### src/hdl/fal_pkg.sv
// Shared types, constants and sizes for the frame allowlist and ICMP limit filter.
package fal_pkg;

    localparam int ALLOW_ENTRIES = 256;
    localparam int ALLOW_IDX_W   = (ALLOW_ENTRIES > 1) ? $clog2(ALLOW_ENTRIES) : 1;
    localparam int ALLOW_CNT_W   = $clog2(ALLOW_ENTRIES + 1);

    localparam int RATE_ENTRIES  = 4096;
    localparam int RATE_IDX_W    = $clog2(RATE_ENTRIES);
    localparam int RATE_CNT_W    = $clog2(RATE_ENTRIES + 1);
    localparam int RANK_W        = RATE_IDX_W;

    localparam int PTR_W = (ALLOW_CNT_W > RATE_CNT_W) ? ALLOW_CNT_W : RATE_CNT_W;

    localparam int PADDR_W = 3;
    localparam logic REG_ICMP_LIMIT = 1'b0;

    localparam logic [15:0] LIMIT_RESET = 16'd100;
    localparam logic [13:0] MIN_ETH     = 14'd14;
    localparam logic [13:0] MIN_ARP     = 14'd22;
    localparam logic [13:0] MIN_IPV4    = 14'd34;
    localparam logic [15:0] TYPE_ARP    = 16'h0806;
    localparam logic [15:0] TYPE_IPV4   = 16'h0800;
    localparam logic [7:0]  PROTO_ICMP  = 8'd1;

    localparam logic [1:0] CMD_FRAME  = 2'd0;
    localparam logic [1:0] CMD_SET    = 2'd1;
    localparam logic [1:0] CMD_REMOVE = 2'd2;

    localparam logic [1:0] CAUSE_NONE      = 2'd0;
    localparam logic [1:0] CAUSE_ARP_SHORT = 2'd1;
    localparam logic [1:0] CAUSE_ARP_DENY  = 2'd2;
    localparam logic [1:0] CAUSE_ICMP_OVER = 2'd3;

    localparam logic [1:0] STAT_DONE    = 2'd0;
    localparam logic [1:0] STAT_FULL    = 2'd1;
    localparam logic [1:0] STAT_MISSING = 2'd2;

    typedef struct packed {
        logic [1:0]  command;
        logic [13:0] frame_length;
        logic [15:0] ether_type;
        logic [47:0] source_mac;
        logic [7:0]  ip_protocol;
        logic [31:0] source_ip;
        logic [7:0]  allow_value;
    } in_word_t;

    typedef struct packed {
        logic        verdict;
        logic [1:0]  cause;
        logic [1:0]  table_status;
    } out_word_t;

    typedef struct packed {
        logic [47:0] key;
        logic [7:0]  value;
    } allow_entry_t;

    typedef struct packed {
        logic [31:0]       key;
        logic [15:0]       count;
        logic [RANK_W-1:0] rank;
    } rate_entry_t;

    typedef enum logic [3:0] {
        ST_IDLE,
        ST_DECODE,
        ST_A_READ,
        ST_A_CHECK,
        ST_A_APPLY,
        ST_R_READ,
        ST_R_CHECK,
        ST_T_READ,
        ST_T_WRITE,
        ST_FINISH
    } state_t;

endpackage

### src/hdl/fal_apb_regs.sv
// APB register block holding the ICMP limit.
module fal_apb_regs
    import fal_pkg::*;
(
    input  logic               aclk,
    input  logic               aresetn,
    input  logic               psel,
    input  logic               penable,
    input  logic               pwrite,
    input  logic [PADDR_W-1:0] paddr,
    input  logic [31:0]        pwdata,
    output logic [31:0]        prdata,
    output logic               pready,
    output logic [15:0]        icmp_limit
);

    logic [15:0] limit_reg;
    logic [15:0] limit_next;
    logic        wr_hit;

    assign pready = 1'b1;
    assign wr_hit = psel && penable && pwrite && (paddr[2] == REG_ICMP_LIMIT);

    always_comb begin
        limit_next = limit_reg;
        if (wr_hit) begin
            limit_next = pwdata[15:0];
        end
    end

    always_ff @(posedge aclk) begin
        if (!aresetn) begin
            limit_reg <= LIMIT_RESET;
        end else begin
            limit_reg <= limit_next;
        end
    end

    // return zero for addresses past the register list
    assign prdata = (paddr[2] == REG_ICMP_LIMIT) ? {16'd0, limit_reg} : 32'd0;
    assign icmp_limit = limit_reg;

endmodule

### config.mk
export PLATFORM = sky130hd
export DESIGN_NAME = fal_apb_regs
export DESIGN_NICKNAME = d
export VERILOG_FILES = /design/src/hdl/fal_pkg.sv /design/src/hdl/fal_apb_regs.sv
export SDC_FILE = /design/constraint.sdc
export NUM_CORES = 1
export LEC_CHECK = 0
export CORE_MARGIN = 1.5
export CORE_UTILIZATION = 60
export CTS_BUF_LIST = sky130_fd_sc_hd__clkbuf_8
export DETAILED_ROUTE_END_ITERATION = 16
export DONT_BUFFER_PORTS = 1
export HOLD_SLACK_MARGIN = 0.03
export PLACE_DENSITY = 0.76
export SYNTH_ARGS = -nofsm -noshare
export SYNTH_HDL_FRONTEND = slang
export SYNTH_SLANG_ARGS = --single-unit
### constraint.sdc
create_clock -name aclk -period 0.9 [get_ports aclk]
set_input_delay 0.045 -clock aclk [delete_from_list [all_inputs] [get_ports aclk]]
set_output_delay 0.045 -clock aclk [all_outputs]
set_load 0.01 [all_outputs]
==> summary.txt <==
===============================================================================================
Run status                                                                         complete, but fails checks
Violations in the final reports                                                     hold timing
Maximum ir drop on the vdd rail                                                        897.5 uV
Routability-driven placement congestion ratio                                            0.6124
Root buffer cell                                                                       clkbuf_8
Number of inserted diodes                                                                     0
Area contributors post-synth                                                       dfxtp_1 (35%), mux2i_1 (17%), buf_4 (14%)
Core Rows                                                                                    13
TritonCTS sink count                                                                         16
Clock latency on the worst-skew pair                                                    0.24 ns
Vertical extent of the die                                                             42.21 um
Synth cell types                                                                             11
Final hold slack                                                                    -0.06140 ns
Dpl cells                                                                                   114
Floorplan Core Area                                                                   1366 um^2
Net switching power                                                                   0.3356 mW
Category of the worst setup path launch point                                          register
Largest register FFs                                                                         16
Die area                                                                              1781 um^2
Setup violation total in the final timing report                                              0
Total negative setup slack                                                                 0 ns
Comb power frac                                                                           11.7%
Global-route wire length before repair                                                  3049 um
I/O pin count                                                                                89
Slowest library cell on the worst path                                                  dfxtp_2
Share of the synthesized area in the top cell type                                       34.74%
Setup crit end kind                                                                  output pin
Number of fill cells                                                                         79
Total wirelength of the detailed-routed design                                          1918 um
Worst hold path class                                                                    in2reg
Leading cell types by count after synthesis                                        nand2_1 (26), buf_4 (17), dfxtp_1 (16), mux2i_1 (16), nor2b_1 (16)
Synthesized area per cell                                                            8.699 um^2
Synthesized flop and latch total                                                             16
Post-synthesis instance total                                                               106
Growth of design area from synthesis to finish                                           25.10%
Initial Util                                                                             67.49%
GRT Util Overall                                                                         22.35%
DRC violation total after the first TritonRoute iteration                                     8
Top cell type by total area after synthesis                                             dfxtp_1
Residual antenna-violating net count after detailed routing                                   0
Predominant post-synthesis flop cell                                                    dfxtp_1
Final worst slack                                                                    0.04487 ns
Max Clock Freq                                                                         1169 MHz
Dpl hpwl                                                                                1074 um
Die W                                                                                  42.21 um
Pwr Total                                                                              1.550 mW
Maximum buffer depth of the clock tree                                                        2
Power share of the sequential group                                                       48.3%
Max-cap viol count                                                                            0
Ordered cell list for the critical path                                                 and2b_2
Cell area reported after detailed placement                                          843.3 um^2
CTS buffer count                                                                              3
Most used standard cell by instance count after synthesis                               nand2_1
Wirelength per Cell                                                                    14.31 um
Fraction of registers with async set or reset after synthesis                                0%
Post-route DRC                                                                                0
Fraction of layout instances using a drive strength above 1                              31.09%
Sequential share of the synthesized area                                                 34.74%
Cell-internal power                                                                    1.214 mW
Worst Path Max Fanout                                                                         3
Count of yosys warnings during synthesis                                                      0
Worst EP arrival                                                                        0.81 ns
Fraction of power consumed by the clock network                                           40.0%
Via count of the first global-routing pass                                                  666
Clock input transition at the sequential cells of the worst setup and hold paths        0.06 ns
Worst path top cell family by delay                                                  flip-flops
Synth Cell Area                                                                      922.1 um^2
Unrepaired setup endpoints after global routing                                           false
Count of buffer and inverter cells on the critical path                                       0
H-tree depth                                                                                  1
Share of the clock period used by the worst path after layout                            95.01%
Finished layout cell area                                                             1154 um^2
Fin. Hold Viols                                                                              13
Switch share                                                                             21.65%
Final number of max-transition violations                                                     0
Crit path largest cell delay                                                            0.34 ns
Detail-routed via count per cell                                                          4.985
Number of vias after detailed routing                                                       668
Post-CTS Hold Buffers                                                                        16
Initial antenna violation count                                                               0
Required time at the endpoint of the critical path                                      0.85 ns
Number of synthesized flops with an enable pin                                                0
Power density relative to cell area                                                1344 nW/um^2
Post-Layout Cell Count                                                                      134
Maximum number of pins on one net before global-route repair                                 33
Worst clock skew                                                                           0 ns
First-pass DRT Iterations                                                                     4
Layout net count                                                                            160
Placement-stage worst setup slack                                                    0.09987 ns
Clock tree from TritonCTS                                                                 built
Fin crit period                                                                       0.8551 ns
Kind of critical path                                                                   reg2out
Count of input and output buffers                                                             0
Leakage power figure                                                                  0.4624 nW
Global route total overflow                                                                   0
===============================================================================================
logic make-up after synthesis:
group	count (synthesis)	share of synthesized area [%]
AND/OR/NAND/NOR	49	28.22
buffers and inverters	23	18.86
multiplexers	16	17.37
flip-flops	16	34.74
other	2	0.8144
worst reg2reg max path, stage by stage (launching register included):
cell and delay, ns:
dfxtp_2 0.35, nor2b_1 0.12, mux2i_1 0.08
worst paths after layout:
kind	slack [ns]	endpoint	cells after the start	start
min reg2reg	0.49	icmp_limit[9]	2	icmp_limit[9]
max	0.04	prdata[15]	1	icmp_limit[15]
max reg2reg	0.24	icmp_limit[5]	2	icmp_limit[5]
min	-0.06	icmp_limit[9]	2	aresetn
through the flow:
stage	util, %	hold WS (ns)
3_3_place_gp	61.72	0.1403
5_1_grt	84.43	-0.06868
6_report	84.43	-0.06140
4_1_cts	82.97	-0.05919
3_5_place_dp	61.72	0.1391
2_1_floorplan	-	0.1871
repair_timing:
item | 4_1_cts | 5_1_grt
endpoints found under the setup margin | 11 | 12
buffers inserted | 0 | 0
hold endpoints to repair | 16 | 14
gates resized for setup | 23 | 13
per-layer routing:
layer | vias to the layer above | track usage (%) | wire length, um
li1 | 324 | - | -
met1 | 301 | 21.54 | 682
met2 | 41 | 44.92 | 1102
met3 | 2 | 5.172 | 128
met4 | 0 | 7.500 | 4
met5 | - | 0 | 0
cell type report:
cell class	count	area [um^2]	area share [%]
tap	15	18.77	1.627
timing repair buffer	17	180.2	15.62
multi-input combinational	82	559.3	48.48
clock buffer	4	55.05	4.772
sequential	16	340.3	29.50
power by group through the flow:
stage | registers (mW) | logic, mW | clock network [mW]
floorplan | 0.756 | 0.181 | 0
global placement | 0.759 | 0.109 | 0
detailed placement | 0.760 | 0.112 | 0
CTS | 0.745 | 0.177 | 0.648
global route | 0.750 | 0.196 | 0.671
finish | 0.748 | 0.182 | 0.620
placed cells by master (no fill, tap or decap):
| master | count |
|---|---|
| mux2i_1 | 16 |
| and4b_1 | 1 |
| buf_12 | 1 |
| nand2_1 | 26 |
| conb_1 | 17 |
| and2b_2 | 6 |
| clkbuf_8 | 4 |
| dlygate4sd3_1 | 16 |
| nor2b_4 | 10 |
| nor2b_1 | 6 |
| dfxtp_2 | 16 |
(Power assumes the default switching activity.)
