## src/hdl/fal_ram.sv

```systemverilog
// Generic single-write, single-read synchronous RAM with registered read data.
module fal_ram #(
    parameter int DEPTH  = 256,
    parameter int WIDTH  = 8,
    parameter int ADDR_W = (DEPTH > 1) ? $clog2(DEPTH) : 1
) (
    input  logic              aclk,
    input  logic              we,
    input  logic [ADDR_W-1:0] waddr,
    input  logic [WIDTH-1:0]  wdata,
    input  logic [ADDR_W-1:0] raddr,
    output logic [WIDTH-1:0]  rdata
);

    logic [WIDTH-1:0] mem [DEPTH];
    logic [WIDTH-1:0] rdata_reg;

    always_ff @(posedge aclk) begin
        if (we) begin
            mem[waddr] <= wdata;
        end
        rdata_reg <= mem[raddr];
    end

    assign rdata = rdata_reg;

endmodule

```

## config.mk

```make
export PLATFORM = sky130hd
export DESIGN_NAME = fal_ram
export DESIGN_NICKNAME = d
export VERILOG_FILES = /design/src/hdl/fal_ram.sv
export SDC_FILE = /design/constraint.sdc
export NUM_CORES = 2
export LEC_CHECK = 0
export ABC_AREA = 0
export BUFFER_PORTS_ARGS = -buffer_cell sky130_fd_sc_hd__buf_2
export CELL_PAD_IN_SITES_DETAIL_PLACEMENT = 2
export CELL_PAD_IN_SITES_GLOBAL_PLACEMENT = 2
export CORE_MARGIN = 5
export CORE_UTILIZATION = 40
export DETAILED_ROUTE_END_ITERATION = 10
export PLACE_DENSITY_LB_ADDON = 0.12
export SLEW_MARGIN = 0
export SYNTH_ARGS = -nofsm -noshare
export SYNTH_HDL_FRONTEND = slang
export SYNTH_SLANG_ARGS = --single-unit
```

## constraint.sdc

```tcl
create_clock -name aclk -period 2.7 [get_ports aclk]
set_input_delay 0.405 -clock aclk [delete_from_list [all_inputs] [get_ports aclk]]
set_output_delay 0.405 -clock aclk [all_outputs]
set_load 0.005 [all_outputs]
```

==> results.md <==
- After global routing the overflow that remains totals 0.
- The worst hold path belongs to the class input pin to flop.
- The flip-flop and latch count after synthesis is about 2.1k.
- The global routing usage summed across all routing layers is 0.233.
- Dividing total power by cell area gives a power density of 714 nW/um2.
- The critical path is of the flop to flop type.
- Dividing the detail-routed via count by the number of cells gives approximately 5.7.
- The count of maximum capacitance violations is 0.
- The buffer depth of the longest clock path is 3.
- Data on the critical path is required at its endpoint by roughly 3.4 ns.
- The count of final max-slew check failures is 0.
- For this run, the leading register cell type out of synthesis is sky130_fd_sc_hd__edfxtp_1.
- The number of flip-flops in the largest register is 2048.
- The critical path endpoint category is a flop.
- Setup violations remaining at the end of the flow were counted as 0.
- The count of buffers added on input and output ports is 33.
- After synthesis, the mean cell area works out to 21.3 um2.
- The count of H-tree levels built during CTS is 4.
- The number of design rule violations left after detail routing is 0.
- The count of flip-flops with a built-in enable after synthesis is about 2k.
- The relative slew slack is 0.265.
- The pre-CTS worst setup slack is -1.01 ns.
- The sequential share of the synthesized area is 0.775.
- The fraction of final layout cells sized beyond drive strength 1 is 0.331.
- The number of endpoints with negative hold slack in the final report came to 0.
- After layout, the minimum clock period comes to between 2 and 3 ns.
- The total clock sinks is 2056.
- The fraction of synthesis flops using an asynchronous set or reset pin is 0.
- The die is around 460 um wide.
- The starting density of the core is 0.403.
- For the worst-skew pair, the clock arrives at the later sink with an insertion delay of between 0.8 and 0.9 ns.
- The worst path meets setup with approximately 0.042 ns of slack.
- The number of clock buffers added by TritonCTS is ~220.
- The via count of the first global-routing pass is approximately 46k.
- The run finished with clean final reports.
- After clock tree synthesis, the clock-pin slew on the worst setup and hold paths is ~0.06 ns.
- The clock tree from TritonCTS is done.
- The buffer cell driving the clock tree root is sky130_fd_sc_hd__clkbuf_16.
- Buffers added to address setup during post-CTS repair amount to 0.
- The synthesized instance count is 3733.
- The largest net degree at the start of global routing is around 110.
- The floorplan has roughly 160 rows.
- The first global-routing pass estimated about 350000 um of wire.
- Of the available clock period, the critical path in the final layout requires 0.984.
- Routability-driven placement finished with a final weighted congestion of around 0.80.
- The number of search-and-repair iterations in the first detailed-routing pass is 5.
- The utilization after layout is 0.482.
- The die footprint is between 200000 and 250000 um2.
- The post-synth net total is roughly 3.8k.
- Yosys printed 0 warnings.
- The peak fanout along the critical path is 1.
- After synthesis, the netlist uses 55 different library cells.
- The maximum clock rate is between 300 and 400 MHz.
- Detailed routing inserted a total of 41.7k vias.
- The die is 456 um tall.
- Dividing the detail-routed wire length by the instance count gives 33.5 um.
- The net count reported at finish is roughly 4.5k.
- The number of top-level design ports is 34.
- The wire-length estimate of the detail-placed layout is between 150000 and 200000 um.
- The startpoint type of the worst setup path is a flop.
- The number of antenna violations at the first check in global routing is 10.
- The first routing iteration left approximately 4.2k violations.
- The layout-stage area growth over the synthesis result is 19.8%.
- VDD sags by at most 0.000663 V.
- The maximum clock skew at final layout is between 0.02 and 0.03 ns.
- The static leakage is 30.8 nW.
- After floorplanning, the core was sized to cover between 150000 and 200000 um2.
- The post-route worst hold slack is between 0.04 and 0.05 ns.
- Setup repair after global routing left no endpoint under its margin.
- The critical path data arrival time is 3.39 ns.
- The cell area that synthesis handed to floorplanning was just under 80000 um2.
- The slew at the pin closest to its max-slew limit is 1.10 ns.
- Once detail routing completed, the nets flagged for antenna violations numbered 0.
- The detailed-route wire length is approximately 240000 um.
[worst paths after layout]
path | start | to | slack (ns) | depth (start not counted)
worst max-delay path | mem[130][0] | rdata[0] | 0.04 | 8
worst min-delay path | wdata[4] | mem[148][4] | 0.04 | 1
worst max register to register | mem[130][0] | rdata[0] | 0.04 | 8
worst min register to register | mem[41][3] | rdata[3] | 1.21 | 8
[final cells by class]
type | instances | area, um2
antenna | 12 | 30.0
clock buffer | 275 | 5740
clock inverter | 122 | 1020
fill | 17400 | 102000
inverter | 2 | 7.51
multi-input combinational | 1442 | 16600
sequential | 2056 | 61700
tap | 2640 | 3300
timing repair buffer | 747 | 6920
[routing by layer]
| layer | GRT usage | vias to the layer above | wire, um |
|---|---|---|---|
| met5 | 0 | - | 12 |
| met4 | 0.0570 | 2 | 5700 |
| met3 | 0.0325 | 298 | 11100 |
| met2 | 0.400 | 1079 | 124000 |
| met1 | 0.318 | 23100 | 104000 |
| li1 | - | 17200 | - |
[metrics by stage]
step	total power (W)	TNS (ns)	area, um2	instances
2_1_floorplan	0.0376	0	79600	3733
3_3_place_gp	0.0399	-5.71	88400	6883
3_5_place_dp	0.0400	-5.98	88400	6883
4_1_cts	0.0688	0	95200	7284
5_1_grt	0.0703	0	95300	7286
6_report	0.0681	0	95300	7296
[synth_stat cells (2+ instances only)]
library cell / number / share of area
sky130_fd_sc_hd__edfxtp_1: 2048 / 0.77
sky130_fd_sc_hd__mux4_2: 454 / 0.13
sky130_fd_sc_hd__nor2_1: 282 / 0.013
sky130_fd_sc_hd__mux2i_1: 134 / 0.017
sky130_fd_sc_hd__a22oi_1: 133 / 0.013
sky130_fd_sc_hd__clkbuf_1: 111 / 0.0052
sky130_fd_sc_hd__a21oi_1: 96 / 0.0060
sky130_fd_sc_hd__o221ai_1: 46 / 0.0051
sky130_fd_sc_hd__nand3_1: 34 / 0.0021
sky130_fd_sc_hd__nand2_1: 33 / 0.0016
sky130_fd_sc_hd__buf_2: 31 / 0.0020
sky130_fd_sc_hd__nor2b_1: 31 / 0.0024
sky130_fd_sc_hd__o22ai_1: 28 / 0.0022
sky130_fd_sc_hd__buf_4: 27 / 0.0025
sky130_fd_sc_hd__nor4_1: 24 / 0.0019
sky130_fd_sc_hd__buf_1: 22 / 0.0010
sky130_fd_sc_hd__nor3_1: 22 / 0.0014
sky130_fd_sc_hd__buf_6: 21 / 0.0030
sky130_fd_sc_hd__a211oi_1: 16 / 0.0015
sky130_fd_sc_hd__a221oi_1: 13 / 0.0014
sky130_fd_sc_hd__buf_8: 13 / 0.0025
sky130_fd_sc_hd__nand4_1: 10 / 0.00079
sky130_fd_sc_hd__o211ai_1: 10 / 0.00094
sky130_fd_sc_hd__o21ai_0: 10 / 0.00063
sky130_fd_sc_hd__a22o_1: 8 / 0.00088
sky130_fd_sc_hd__buf_12: 8 / 0.0020
sky130_fd_sc_hd__dfxtp_1: 8 / 0.0020
sky130_fd_sc_hd__nand2b_1: 8 / 0.00063
sky130_fd_sc_hd__and2_1: 6 / 0.00047
sky130_fd_sc_hd__o22a_1: 5 / 0.00055
sky130_fd_sc_hd__o32ai_1: 4 / 0.00044
sky130_fd_sc_hd__or2_2: 4 / 0.00031
sky130_fd_sc_hd__nor4_2: 3 / 0.00047
sky130_fd_sc_hd__a2111oi_0: 2 / 0.00022
sky130_fd_sc_hd__a2111oi_1: 2 / 0.00025
sky130_fd_sc_hd__a311oi_1: 2 / 0.00022
sky130_fd_sc_hd__a31oi_1: 2 / 0.00016
sky130_fd_sc_hd__and3b_1: 2 / 0.00022
sky130_fd_sc_hd__mux4_1: 2 / 0.00066
sky130_fd_sc_hd__nand3b_1: 2 / 0.00019
sky130_fd_sc_hd__o21ai_1: 2 / 0.00013
[cell families (layout without fill, tap and decap cells)]
kind of cell | after synthesis | in the layout | synth area share
flops | 2056 | 2056 | 0.775
mux | 591 | 591 | 0.146
buf+inv | 235 | 1146 | 0.0183
simple gates | 466 | 466 | 0.0263
compound gates | 385 | 385 | 0.0342
other cells | 0 | 12 | 0
[worst max-delay path: stages, from the launching register on]
cell and delay [ns]:
sky130_fd_sc_hd__edfxtp_1 0.38, sky130_fd_sc_hd__mux4_2 0.51, sky130_fd_sc_hd__mux4_2 0.51, sky130_fd_sc_hd__nor2_1 0.10
sky130_fd_sc_hd__a2111oi_0 0.07, sky130_fd_sc_hd__buf_4 0.15, sky130_fd_sc_hd__nor3_1 0.52, sky130_fd_sc_hd__buf_4 0.24
sky130_fd_sc_hd__nor4_2 0.05
[repair_timing]
action,in CTS,in global routing
hold buffers,4,0
pin swaps,0,0
setup endpoints to repair,3,2
resized for setup,4,2
endpoints found under the hold margin,108,0
[report_power, final]
part | switching (W) | internal [W]
clock | 0.0127 | 0.0162
sequential | 0.0000882 | 0.0352
combinational | 0.00239 | 0.00158
total | 0.0151 | 0.0529
[layout by cell type (no fill, tap or decap), types with 5 or more instances in the layout]
master and instances:
sky130_fd_sc_hd__dfxtp_1 8, sky130_fd_sc_hd__nand3_2 9, sky130_fd_sc_hd__mux4_2 454, sky130_fd_sc_hd__diode_2 12, sky130_fd_sc_hd__buf_8 10, sky130_fd_sc_hd__nand3_1 25, sky130_fd_sc_hd__a22oi_1 133, sky130_fd_sc_hd__o22a_1 5
sky130_fd_sc_hd__buf_12 102, sky130_fd_sc_hd__edfxtp_1 2048, sky130_fd_sc_hd__o22ai_1 28, sky130_fd_sc_hd__inv_6 6, sky130_fd_sc_hd__o221ai_1 46, sky130_fd_sc_hd__nand2_1 33, sky130_fd_sc_hd__o21ai_0 10, sky130_fd_sc_hd__nor3_1 20
sky130_fd_sc_hd__clkinv_2 40, sky130_fd_sc_hd__mux2i_1 134, sky130_fd_sc_hd__nor2_1 279, sky130_fd_sc_hd__bufinv_16 12, sky130_fd_sc_hd__nor4_1 18, sky130_fd_sc_hd__clkbuf_1 52, sky130_fd_sc_hd__clkbuf_16 220, sky130_fd_sc_hd__a22o_1 8
sky130_fd_sc_hd__clkinv_8 6, sky130_fd_sc_hd__clkinv_1 44, sky130_fd_sc_hd__and2_1 5, sky130_fd_sc_hd__a21oi_1 96, sky130_fd_sc_hd__buf_2 21, sky130_fd_sc_hd__a221oi_1 12, sky130_fd_sc_hd__nand4_1 10, sky130_fd_sc_hd__buf_4 610
sky130_fd_sc_hd__nor4_2 9, sky130_fd_sc_hd__a211oi_1 16, sky130_fd_sc_hd__o211ai_1 10, sky130_fd_sc_hd__clkinvlp_4 9, sky130_fd_sc_hd__nand2b_1 8, sky130_fd_sc_hd__nor2b_1 28
No activity file was read; power rests on OpenSTA's default activity.
